## src/b64ld_pkg.sv

```systemverilog
`timescale 1ns / 1ps
`default_nettype none

package b64ld_pkg;

    // Character codes that the decoder treats specially.
    localparam logic [7:0] CH_DASH    = 8'h2D;  // '-'
    localparam logic [7:0] CH_UNDER   = 8'h5F;  // '_'
    localparam logic [7:0] CH_DOT     = 8'h2E;  // '.'
    localparam logic [7:0] CH_PLUS    = 8'h2B;  // '+'
    localparam logic [7:0] CH_SLASH   = 8'h2F;  // '/'
    localparam logic [7:0] CH_PAD     = 8'h3D;  // '='
    localparam logic [7:0] CH_UPPER_A = 8'h41;
    localparam logic [7:0] CH_UPPER_Z = 8'h5A;
    localparam logic [7:0] CH_LOWER_A = 8'h61;
    localparam logic [7:0] CH_LOWER_Z = 8'h7A;
    localparam logic [7:0] CH_DIGIT_0 = 8'h30;
    localparam logic [7:0] CH_DIGIT_9 = 8'h39;

    localparam logic [5:0] SEXTET_PLUS  = 6'd62;
    localparam logic [5:0] SEXTET_SLASH = 6'd63;
    localparam logic [7:0] LOWER_BASE   = 8'd26;
    localparam logic [7:0] DIGIT_BASE   = 8'd52;

    localparam int MAX_RESULTS = 3;

    typedef struct packed {
        logic [7:0] text_char;
        logic       message_last;
    } t_in_item;

    typedef struct packed {
        logic [7:0] data_byte;
        logic       byte_present;
        logic       run_last;
        logic       message_end;
        logic       decode_stopped;
    } t_out_item;

    // Decoder state carried from one character to the next.
    typedef struct packed {
        logic [5:0] first_sextet;
        logic [5:0] second_sextet;
        logic [5:0] third_sextet;
        logic       third_was_pad;
        logic [1:0] group_position;
        logic       stopped_flag;
    } t_state;

    // All results caused by one character, in delivery order from entry 0.
    typedef struct packed {
        t_out_item [MAX_RESULTS-1:0] res;
        logic [1:0]                  count;
    } t_bundle;

    typedef struct packed {
        logic       valid;
        logic [5:0] value;
    } t_sextet;

    // URL-safe and dot spellings fold onto the standard alphabet.
    function automatic logic [7:0] normalize_char(input logic [7:0] c);
        logic [7:0] r;
        r = c;
        if (c == CH_DASH) begin
            r = CH_PLUS;
        end else if (c == CH_UNDER) begin
            r = CH_SLASH;
        end else if (c == CH_DOT) begin
            r = CH_PAD;
        end
        return r;
    endfunction

    function automatic t_sextet lookup_sextet(input logic [7:0] c);
        t_sextet    s;
        logic [7:0] t;
        s = '0;
        t = '0;
        if (c inside {[CH_UPPER_A:CH_UPPER_Z]}) begin
            t = c - CH_UPPER_A;
            s = '{valid: 1'b1, value: t[5:0]};
        end else if (c inside {[CH_LOWER_A:CH_LOWER_Z]}) begin
            t = c - CH_LOWER_A + LOWER_BASE;
            s = '{valid: 1'b1, value: t[5:0]};
        end else if (c inside {[CH_DIGIT_0:CH_DIGIT_9]}) begin
            t = c - CH_DIGIT_0 + DIGIT_BASE;
            s = '{valid: 1'b1, value: t[5:0]};
        end else if (c == CH_PLUS) begin
            s = '{valid: 1'b1, value: SEXTET_PLUS};
        end else if (c == CH_SLASH) begin
            s = '{valid: 1'b1, value: SEXTET_SLASH};
        end
        return s;
    endfunction

endpackage

`default_nettype wire

```

## src/b64ld_decode.sv

```systemverilog
`timescale 1ns / 1ps
`default_nettype none

module b64ld_decode
    import b64ld_pkg::*;
(
    input  var t_state   i_state,
    input  var t_in_item i_item,
    output var t_state   o_next_state,
    output var t_bundle  o_bundle
);

    logic [7:0] ch;
    t_sextet    sx;
    logic [5:0] sx_val;
    logic       is_pad;
    t_state     upd;
    logic [1:0] pos_new;
    logic       stop_fin;
    logic       grp_emit;
    logic       tail_emit;
    logic       emit;
    logic       has1;
    logic       has2;
    logic [7:0] b0;
    logic [7:0] b1;
    logic [7:0] b2;
    logic [7:0] bytes [MAX_RESULTS];
    logic [1:0] nb;
    logic [1:0] n;
    logic [1:0] last_idx;

    assign ch     = normalize_char(i_item.text_char);
    assign sx     = lookup_sextet(ch);
    assign sx_val = sx.valid ? sx.value : '0;
    assign is_pad = (ch == CH_PAD);

    // Place the character into the group.
    always_comb begin
        upd = i_state;
        case (i_state.group_position)
            2'd0: begin
                upd.first_sextet = sx_val;
                if (!sx.valid) begin
                    upd.stopped_flag = 1'b1;
                end
            end
            2'd1: begin
                upd.second_sextet = sx_val;
                if (!sx.valid) begin
                    upd.stopped_flag = 1'b1;
                end
            end
            2'd2: begin
                upd.third_sextet  = sx_val;
                upd.third_was_pad = is_pad;
            end
            default: begin
            end
        endcase
        upd.group_position = i_state.group_position + 2'd1;
    end

    assign pos_new = upd.group_position;

    // A one-character final group cannot be padded into a valid group.
    assign stop_fin  = upd.stopped_flag
                     | (i_item.message_last & (pos_new == 2'd1));
    assign grp_emit  = (i_state.group_position == 2'd3) & ~upd.stopped_flag;
    assign tail_emit = i_item.message_last & ~stop_fin
                     & ((pos_new == 2'd2) | (pos_new == 2'd3));
    assign emit      = grp_emit | tail_emit;

    always_comb begin
        has1 = 1'b0;
        has2 = 1'b0;
        if (grp_emit) begin
            has1 = ~upd.third_was_pad;
            has2 = ~is_pad;
        end else if (tail_emit) begin
            has1 = (pos_new == 2'd3) & ~upd.third_was_pad;
        end
    end

    assign b0 = {upd.first_sextet, upd.second_sextet[5:4]};
    assign b1 = {upd.second_sextet[3:0], upd.third_sextet[5:2]};
    assign b2 = {upd.third_sextet[1:0], sx_val};

    // Compact the emitted bytes so that a skipped second byte leaves no gap.
    assign bytes[0] = b0;
    assign bytes[1] = has1 ? b1 : b2;
    assign bytes[2] = b2;

    assign nb       = {1'b0, emit} + {1'b0, has1} + {1'b0, has2};
    assign n        = (i_item.message_last && nb == 2'd0) ? 2'd1 : nb;
    assign last_idx = n - 2'd1;

    always_comb begin
        for (int k = 0; k < MAX_RESULTS; k++) begin
            o_bundle.res[k].byte_present   = (2'(k) < nb);
            o_bundle.res[k].data_byte      = (2'(k) < nb) ? bytes[k] : '0;
            o_bundle.res[k].run_last       = (2'(k) == last_idx);
            o_bundle.res[k].message_end    = i_item.message_last & (2'(k) == last_idx);
            o_bundle.res[k].decode_stopped = stop_fin;
        end
        o_bundle.count = n;
    end

    // The message's final character returns everything to reset.
    always_comb begin
        if (i_item.message_last) begin
            o_next_state = '0;
        end else begin
            o_next_state = upd;
        end
    end

endmodule

`default_nettype wire

```

## src/base64_lenient_decoder.sv

```systemverilog
// Lenient URL-safe base64 decoder. Each input request carries one character and
// a flag on the message's last character; '-', '_' and '.' are read as '+', '/'
// and '='. Characters are grouped in fours; every complete group gives one to
// three bytes, a short final group is taken as padded, and an invalid first or
// second group character stops decoding until the message ends. Each result
// request carries one byte or, when a message ends without bytes, a bare end
// marker. A character is decoded in the cycle it is accepted and its results
// appear in the next cycle from a three-entry result register, one result per
// cycle while the receiver is ready. A character is accepted every cycle unless
// it produces results while that register still holds more than the one result
// leaving this cycle. Inside a message only the fourth character of a group
// produces results, and its three bytes drain while the next three characters
// (producing nothing) are accepted, so such a stream sustains one character per
// cycle whenever results are taken as fast as they appear. Near the end of a
// message the final character's results can follow closely on earlier ones, for
// example a message that ends one or two characters after a complete group, and
// then the input waits while the earlier results drain.
`timescale 1ns / 1ps
`default_nettype none

module base64_lenient_decoder
    import b64ld_pkg::*;
(
    input  var logic      i_clk,
    input  var logic      i_rst_n,
    input  var logic      i_in_valid,
    output var logic      o_in_ready,
    input  var t_in_item  i_in_data,
    output var logic      o_out_valid,
    input  var logic      i_out_ready,
    output var t_out_item o_out_data
);

    t_state    r_state;
    t_state    n_state;
    t_bundle   bnd;
    t_out_item r_slot [MAX_RESULTS];
    logic [1:0] r_cnt;
    logic       in_acc;
    logic       out_pop;
    logic       load;

    // Combinational step: group bookkeeping and byte assembly for one character.
    b64ld_decode u_decode (
        .i_state      (r_state),
        .i_item       (i_in_data),
        .o_next_state (n_state),
        .o_bundle     (bnd)
    );

    assign o_out_valid = (r_cnt != 2'd0);
    assign o_out_data  = r_slot[0];
    assign out_pop     = o_out_valid & i_out_ready;

    // A character that yields nothing never waits for the result register.
    assign o_in_ready = (bnd.count == 2'd0)
                      | (r_cnt == 2'd0)
                      | ((r_cnt == 2'd1) & i_out_ready);
    assign in_acc     = i_in_valid & o_in_ready;
    assign load       = in_acc & (bnd.count != 2'd0);

    always_ff @(posedge i_clk) begin
        if (!i_rst_n) begin
            r_state <= '0;
            r_cnt   <= '0;
        end else begin
            if (in_acc) begin
                r_state <= n_state;
            end
            if (load) begin
                r_cnt <= bnd.count;
            end else if (out_pop) begin
                r_cnt <= r_cnt - 2'd1;
            end
        end
    end

    // Result entries shift toward entry 0 as each one is taken.
    always_ff @(posedge i_clk) begin
        if (load) begin
            for (int k = 0; k < MAX_RESULTS; k++) begin
                r_slot[k] <= bnd.res[k];
            end
        end else if (out_pop) begin
            for (int k = 0; k < MAX_RESULTS - 1; k++) begin
                r_slot[k] <= r_slot[k+1];
            end
        end
    end

    // A new set of results never overwrites one still being delivered.
    a_no_overwrite : assert property (@(posedge i_clk) disable iff (!i_rst_n)
        load |-> (r_cnt == 2'd0) || ((r_cnt == 2'd1) && i_out_ready))
        else $error("result register overwritten while holding results");

    // The message's last character leaves the decoder at the start of a group.
    a_msg_restart : assert property (@(posedge i_clk) disable iff (!i_rst_n)
        in_acc && i_in_data.message_last |=>
            (r_state.group_position == 2'd0) && !r_state.stopped_flag)
        else $error("decoder state not cleared after message end");

    // A result that does not close its run must have a follower in the register.
    a_run_follow : assert property (@(posedge i_clk) disable iff (!i_rst_n)
        o_out_valid && !o_out_data.run_last |-> (r_cnt == 2'd2) || (r_cnt == 2'd3))
        else $error("run not closed before result register empties");

    // Once stopped, a character never produces a byte.
    a_stop_quiet : assert property (@(posedge i_clk) disable iff (!i_rst_n)
        in_acc && r_state.stopped_flag |-> !bnd.res[0].byte_present)
        else $error("byte produced after decoding stopped");

endmodule

`default_nettype wire

```

## config.mk

```make
export PLATFORM = sky130hd
export DESIGN_NAME = base64_lenient_decoder
export DESIGN_NICKNAME = d
export VERILOG_FILES = /design/src/b64ld_pkg.sv /design/src/b64ld_decode.sv /design/src/base64_lenient_decoder.sv
export SDC_FILE = /design/constraint.sdc
export NUM_CORES = 1
export LEC_CHECK = 0
export ABC_AREA = 0
export BUFFER_PORTS_ARGS = -buffer_cell sky130_fd_sc_hd__buf_2
export CAP_MARGIN = 20
export CORE_ASPECT_RATIO = 1.4
export CORE_MARGIN = 5
export CORE_UTILIZATION = 54
export DETAILED_ROUTE_END_ITERATION = 6
export PLACE_DENSITY = 0.79
export SLEW_MARGIN = 10
export SYNTH_ARGS = -nofsm -noshare
export SYNTH_HDL_FRONTEND = slang
export SYNTH_SLANG_ARGS = --single-unit
```

## constraint.sdc

```tcl
create_clock -name i_clk -period 11.8 [get_ports i_clk]
set_input_delay 1.18 -clock i_clk [delete_from_list [all_inputs] [get_ports i_clk]]
set_output_delay 1.18 -clock i_clk [all_outputs]
set_load 0.02 [all_outputs]
```

==> impl_metrics.csv, run 1 <==
group,metric,value,unit
critical_path,reg2reg_from,"r_state[1]$_SDFFE_PN0P_",
worst_hold_path,min_to,"r_state[4]$_SDFFE_PN0P_",
route,via_per_inst,5.97,
power,ir_worst_vdd,0.0613,mV
cells_and_area,final_cell_mix,"nand2_1, nor2_1, edfxtp_1",
route,drt-wirelength-per-cell,16.6,µm
clocking,cts.sinks,60,
synth,synth_cell_types,67,
floorplanning,ios,27,
critical_path,arrival,5.91,ns
placement,io_buffer_count,26,
global_routing,antenna_found_initial,0,
route,drc,0,
critical_path,critical_path_peak_fanout,12,
timing,setup_viol,0,
timing,finalMaxSlewViolations,0,
clocking,cts.clk_slew.worst_paths,0.06,ns
timing,skew,0.00740,ns
timing,fmax,141,MHz
synth,synth-seq-area-share,40.5,%
synth,synth_top_family_by_area,"compound AO/OA/AOI/OAI gates",
route,drt_first_pass_iters,5,
clocking,h-tree-depth,3,
timing,tns,0,ns
clocking,post_cts_buffers,0,
floorplanning,die_h,110,µm
placement,dpl_cell_area,0.00392,mm²
clocking,cts_tree,"done",
synth,synth_edf_count,36,
synth,syn_area_per_cell,9.14,µm²
route,ant_nets,0,
critical_path,worstSetupEndpointType,"output pin",
global_routing,grt_pass1_vias,2926,
floorplanning,fp.dieArea,0.00895,mm²
cells_and_area,diodes,0,
placement,place_inst,510,
synth,yosys.area_share.simple,18.2,%
cells_and_area,layout_commonest_cell,"nand2_1",
global_routing,grt_max_degree,27,
cells_and_area,design_area,0.00407,mm²
global_routing,grt_usage,20.9,%
timing,hold_viol_final,0,
synth,ys_ff_latch,60,
clocking,holdBufCountCts,0,
clocking,numCtsBuffers,9,
global_routing,grt_pass1_wl,14300,µm
timing,rsz0062_at_grt,"false",
critical_path,rr_endpoint,"r_slot[0][1]$_DFFE_PP_",
power,p_leak,1.59,nW
synth,yosys_most_used_dff,"edfxtp_1",
floorplanning,die_x,81.4,µm
cells_and_area,utilization,58.3,%
critical_path,r2r_slack,7.39,ns
route,drt_wl_total,8720,µm
critical_path,cp_top_family,"compound AO/OA/AOI/OAI gates",
critical_path,crit_slowest_cell,"or4_1",
floorplanning,initial_utilization,55.2,%
critical_path,worstPathCellList,"buf_2 -> and4b_1 -> nand2_1 -> o21ai_0 -> inv_1 -> ha_1 -> a2bb2oi_1 -> or4_1 -> o41ai_4 -> nor2_1 -> a221oi_1 -> a31oi_4 -> inv_1 -> ha_1 -> or2_2 -> o21ai_0 -> buf_2",
floorplanning,coreArea,0.00698,mm²
timing,worst_pin_slew,1.05,ns
synth,synth_area,0.00386,mm²
synth,synthArstFlopShare,0,%
timing,relSlewSlack,29.9,%
critical_path,critPathBufInv,4,
clocking,clk_path_buf_depth,2,
synth,synth_top_area_share,28.0,%
worst_hold_path,min_path_cells,2,
critical_path,reg2reg_depth,14,
worst_hold_path,hp-start,"r_state[4]$_SDFFE_PN0P_",
outcome,status,"finished clean",
placement,gp_congestion,1.00,
synth,yosys.area_share.adder,4.87,%
synth,synth-xor-area-share,0.909,%
cells_and_area,fin_cells,526,
route,num_vias,3140,
timing,period_needed,7.09,ns
synth,syn_inst,422,
power,powerDensity,131,mW/mm²
placement,dpl.hpwl,6550,µm
global_routing,grt_overflow,0,
synth,synth_compound_area_share,23.4,%
synth,post_synth_mux_area_share,4.54,%
critical_path,slowest_delay,0.64,ns
synth,yosysWarnings,0,
clocking,cts-resized-gates,0,
clocking,cts-root-buf,"clkbuf_8",
critical_path,criticalPathCategory,"primary input to output pin",
critical_path,start_kind,"primary input",
cells_and_area,drive_gt1_share,13.7,%
synth,yosys.area.top_type,"edfxtp_1",
clocking,insertion_delay,0.34,ns
critical_path,cp.required,10.62,ns
run,maxCapViolCount,0,
floorplanning,num_rows,36,
route,drt_iter0_drc,251,
synth,synth.area.top_cells,"edfxtp_1, dfxtp_1, ha_1, nand2_1, a21oi_1",
cells_and_area,final_nets,454,
power,power,0.000535,W
worst_hold_path,min_path_type,"register to register",
timing,min_period_over_period,60.1,%
cells_and_area,fill_cells,602,
cells_and_area,area_delta_synth_final,5.55,%
synth,synth_fp_nets,450,
==> metal layers <==
metal / vias to the layer above / track usage, % / wire length, µm
met2: 101 / 37.6 / 4560
li1: 1541 / - / -
met5: - / 0 / 0
met3: 28 / 3.50 / 399
met4: 0 / 9.78 / 315
met1: 1470 / 23.6 / 3440
==> report_power, final <==
group	total, W	switching (W)	internal, W
Sequential	0.000256	0.00000720	0.000249
Clock	0.000150	0.0000757	0.0000741
Combinational	0.000129	0.0000878	0.0000412
Total	0.000535	0.000171	0.000364
==> how the worst max path moves through the flow <==
stage                       from                     end  slack (ns)  cells past startpoint
CTS                 i_in_data[6]              o_in_ready        4.76                     17
finish              i_in_data[6]              o_in_ready        4.71                     17
global placement    i_in_data[6]  r_slot[0][1]$_DFFE_PP_        4.75                     20
global route        i_in_data[6]              o_in_ready        4.41                     17
floorplan           i_in_data[3]              o_in_ready        5.24                     16
detailed placement  i_in_data[6]  r_slot[0][1]$_DFFE_PP_        4.63                     20
==> cell families (layout without fill, tap and decap cells) <==
| family | count (synthesis) | after routing |
|---|---|---|
| DFF | 60 | 60 |
| buffers and inverters | 58 | 67 |
| muxes | 17 | 17 |
| xor gates and xnor gates | 4 | 4 |
| AOI/OAI and AO/OA | 123 | 123 |
| and+or+nand+nor | 145 | 145 |
| adders and majority gates | 15 | 15 |
==> through the flow <==
stage | setup WS, ns | hold slack [ns]
3_3_place_gp | 4.75 | 0.438
2_1_floorplan | 5.24 | 0.429
5_1_grt | 4.41 | 0.475
6_report | 4.71 | 0.452
4_1_cts | 4.76 | 0.452
3_5_place_dp | 4.63 | 0.443
==> cell type report <==
cell class                      instances  area [µm²]  area share, %
Timing Repair Buffer                   27         138           3.38
Clock inverter                          4        17.5          0.430
Inverter                               24        90.1           2.21
Tap cell                               95         119           2.92
Multi-Input combinational cell        304        2010           49.4
Sequential cell                        60        1560           38.4
Clock buffer                           12         135           3.32
==> Yosys cell counts (4+ instances only) <==
library cell and number:
buf_2 8, o21a_1 5, a21oi_1 33, ha_1 15, and2_1 4, nand2_1 46, nand3b_1 7, inv_1 24
o21ai_1 9, dfxtp_1 24, or3_1 5, a22o_1 7, edfxtp_1 36, mux2_2 4, nand3_1 7, a21o_1 4
o21ai_0 12, o32ai_1 5, a31oi_1 7, mux2i_1 13, buf_4 13, xnor2_1 4, a221oi_1 4, and3_1 4
o211ai_1 5, nor2_1 41, clkbuf_1 11, nand2b_1 10
==> tightest hold or removal path: cells and delay by family (launching register included) <==
family / cells / cell delay (ns)
compound gates: 1 / 0.05
simple gates: 1 / 0.05
flops: 1 / 0.31
==> sequential cells by signal, summed over array words and instances (netlist names) <==
signal and cells:
r_cnt 2, r_state 22, r_slot 36
No activity file was read; power rests on OpenSTA's default activity.
==> inputs of run 2 (changes only) <==
Settings changed: ABC_AREA 0 to 1, PLACE_DENSITY 0.79 to 0.81.
Clock period 11.8 ns to 6.3 ns, I/O delays scaled along.
==> run 2 against run 1 <==
  * Critical endpoint is now r_slot[0][16]$_DFFE_PP_
  * Non-clock buffer count grew 1
  * Global-route usage fell by 0.14 points
  * Clock power increased by 97%
  * Critical path type is now primary input to register
  * Sequential cell count unchanged
  * Highest routed layer unchanged
  * Combinational power increased by 110%
  * First-iteration DRC count is 29% lower
  * Area after synthesis increased by 2.2%
  * Synthesized cell count up 18%
  * Clock-buffer cell count increased by 1
  * Core utilization is 0.85 points lower
==> impl_metrics.csv, run 2 <==
group,metric,value,unit
cells_and_area,design_area,0.00415,mm²
timing,relSlewSlack,62.8,%
synth,synth_fp_nets,524,
cells_and_area,drive_gt1_share,17.3,%
synth,yosys.area.top_type,"edfxtp_1",
floorplanning,coreArea,0.00722,mm²
critical_path,arrival,4.87,ns
synth,yosys.area_share.adder,4.76,%
global_routing,grt_max_degree,30,
worst_hold_path,min_path_type,"register to register",
synth,yosys.area_share.simple,32.3,%
synth,synth-xor-area-share,1.56,%
synth,synth_cell_types,40,
cells_and_area,final_cell_mix,"nand2_1, nor2_1, nand3_1",
synth,post_synth_mux_area_share,0,%
clocking,cts.clk_slew.worst_paths,0.06,ns
global_routing,grt_overflow,0,
floorplanning,die_x,82.2,µm
synth,synthArstFlopShare,0,%
synth,synth_commonest_cells,"nand2_1, nor2_1, nand3_1",
global_routing,antenna_found_initial,0,
route,drt_wl_total,9040,µm
clocking,cts_tree,"done",
cells_and_area,diodes,0,
timing,setup_viol,0,
synth,yosys_most_used_dff,"edfxtp_1",
clocking,holdBufCountCts,0,
outcome,status,"finished clean",
critical_path,crit_slowest_cell,"nand2_2",
floorplanning,ios,27,
clocking,post_cts_buffers,0,
cells_and_area,layout_commonest_cell,"nand2_1",
timing,fmax,213,MHz
floorplanning,die_h,111,µm
route,drt_first_pass_iters,5,
timing,tns,0,ns
power,ir_worst_vdd,0.124,mV
route,drt-wirelength-per-cell,14.9,µm
timing,period_needed,4.69,ns
synth,synth.area.top_cells,"edfxtp_1, dfxtp_1, nand2_1, nand3_1, nor2_1",
route,via_per_inst,5.49,
placement,dpl_cell_area,0.00399,mm²
clocking,cts.sinks,60,
synth,synth-seq-area-share,39.6,%
route,ant_nets,0,
critical_path,slowest_delay,0.45,ns
synth,synth_top_family_by_area,"simple AND/OR/NAND/NOR gates",
critical_path,cp.required,6.48,ns
synth,yosysMostFrequentCell,"nand2_1",
route,drc,0,
route,num_vias,3328,
power,p_leak,1.77,nW
clocking,clk_path_buf_depth,2,
timing,finalMaxSlewViolations,0,
placement,gp_congestion,0.943,
run,maxCapViolCount,0,
synth,synth_edf_count,36,
route,drt_iter0_drc,177,
power,powerDensity,254,mW/mm²
synth,yosysWarnings,0,
cells_and_area,largest_register_ff_count,36,
floorplanning,initial_utilization,54.6,%
timing,skew,0.0111,ns
synth,synth_area,0.00394,mm²
critical_path,criticalPathCategory,"primary input to register",
clocking,cts-root-buf,"clkbuf_8",
cells_and_area,regMostFlops,"r_slot",
synth,ys_ff_latch,60,
cells_and_area,final_nets,532,
clocking,numCtsBuffers,9,
cells_and_area,fill_cells,651,
synth,synth_top_area_share,27.4,%
timing,hold_viol_final,0,
synth,synth_compound_area_share,11.9,%
floorplanning,fp.dieArea,0.00913,mm²
critical_path,path_common_cell,"nand2_1",
global_routing,grt_pass1_wl,14700,µm
cells_and_area,multi_input_area,0.00199,mm²
clocking,cts-resized-gates,0,
critical_path,worstSetupEndpointType,"register",
placement,dpl.hpwl,6910,µm
timing,worst_hold_slack,0.465,ns
floorplanning,num_rows,37,
timing,rsz0062_at_grt,"false",
critical_path,critical_path_peak_fanout,29,
cells_and_area,area_delta_synth_final,5.27,%
critical_path,start_kind,"primary input",
global_routing,grt_pass1_vias,3219,
cells_and_area,reg.largest.list,"r_slot (36), r_state (22), r_cnt (2)",
timing,min_period_over_period,74.5,%
clocking,insertion_delay,0.34,ns
placement,io_buffer_count,26,
global_routing,grt_usage,20.7,%
timing,worst_pin_slew,0.557,ns
clocking,h-tree-depth,3,
cells_and_area,seqCellArea,0.00156,mm²
synth,syn_inst,496,
synth,syn_area_per_cell,7.95,µm²
-- run 2: changes by cell type in the layout (fill, tap and decap cells not counted), sizes merged, moves of 7 or more --
cell | previous run | this run
nand2b | 10 | 0
nand2 | 46 | 114
nand3b | 7 | 0
mux2i | 13 | 0
a22o | 7 | 0
inv | 24 | 43
nor2 | 42 | 69
o21ai | 21 | 44
nand3 | 7 | 59
-- run 2: cell type report --
type	instances	share of cell area (%)
Clock buffer	13	3.59
Clock inverter	3	0.332
Inverter	44	3.98
Multi-Input combinational cell	361	48.0
Sequential cell	60	37.6
Tap cell	97	2.93
Timing Repair Buffer	28	3.50
-- run 2: routing by layer --
layer	global-route usage (%)	part of all wire, %
met5	0	0
met4	12.7	5.2
met3	4.39	4.3
met2	36.0	54
met1	21.8	36
-- run 2: critical path: cells and delay by family --
family | cells | cell delay, ns
AOI/OAI and AO/OA | 3 | 0.45
and+or+nand+nor | 17 | 2.73
buffers and inverters | 6 | 0.55
adders and majority gates | 2 | 0.48
-- run 2: worst paths after layout --
| path | startpoint | end | slack [ns] | cells after the start |
|---|---|---|---|---|
| worst max-delay path | i_in_data[5] | r_slot[0][16]$_DFFE_PP_ | 1.61 | 28 |
| worst min-delay path | r_state[15]$_SDFFE_PN0P_ | r_state[15]$_SDFFE_PN0P_ | 0.46 | 2 |
| worst max register to register | r_state[1]$_SDFFE_PN0P_ | r_slot[0][16]$_DFFE_PP_ | 2.51 | 15 |
| worst min register to register | r_state[15]$_SDFFE_PN0P_ | r_state[15]$_SDFFE_PN0P_ | 0.46 | 2 |
-- run 2: kinds of logic (layout without fill, tap and decap cells) --
kind of cell,count (synthesis),in the layout
fa+ha+maj,15,15
buf+inv,75,88
compound gates,83,83
simple gates,256,256
flops,60,60
xor+xnor,7,7
-- run 2: power breakdown --
group,internal (W),switching (W)
clock network,0.000151,0.000144
registers,0.000469,0.0000142
logic,0.0000796,0.000198
-- run 2: metrics by stage --
step,setup slack (ns),power (W),instances,util [%]
floorplan,1.88,0.000720,496,-
global placement,1.51,0.000758,590,55.2
detailed placement,1.33,0.000767,590,55.2
CTS,1.67,0.00106,606,57.4
global route,1.25,0.00111,606,57.4
finish,1.61,0.00106,606,57.4
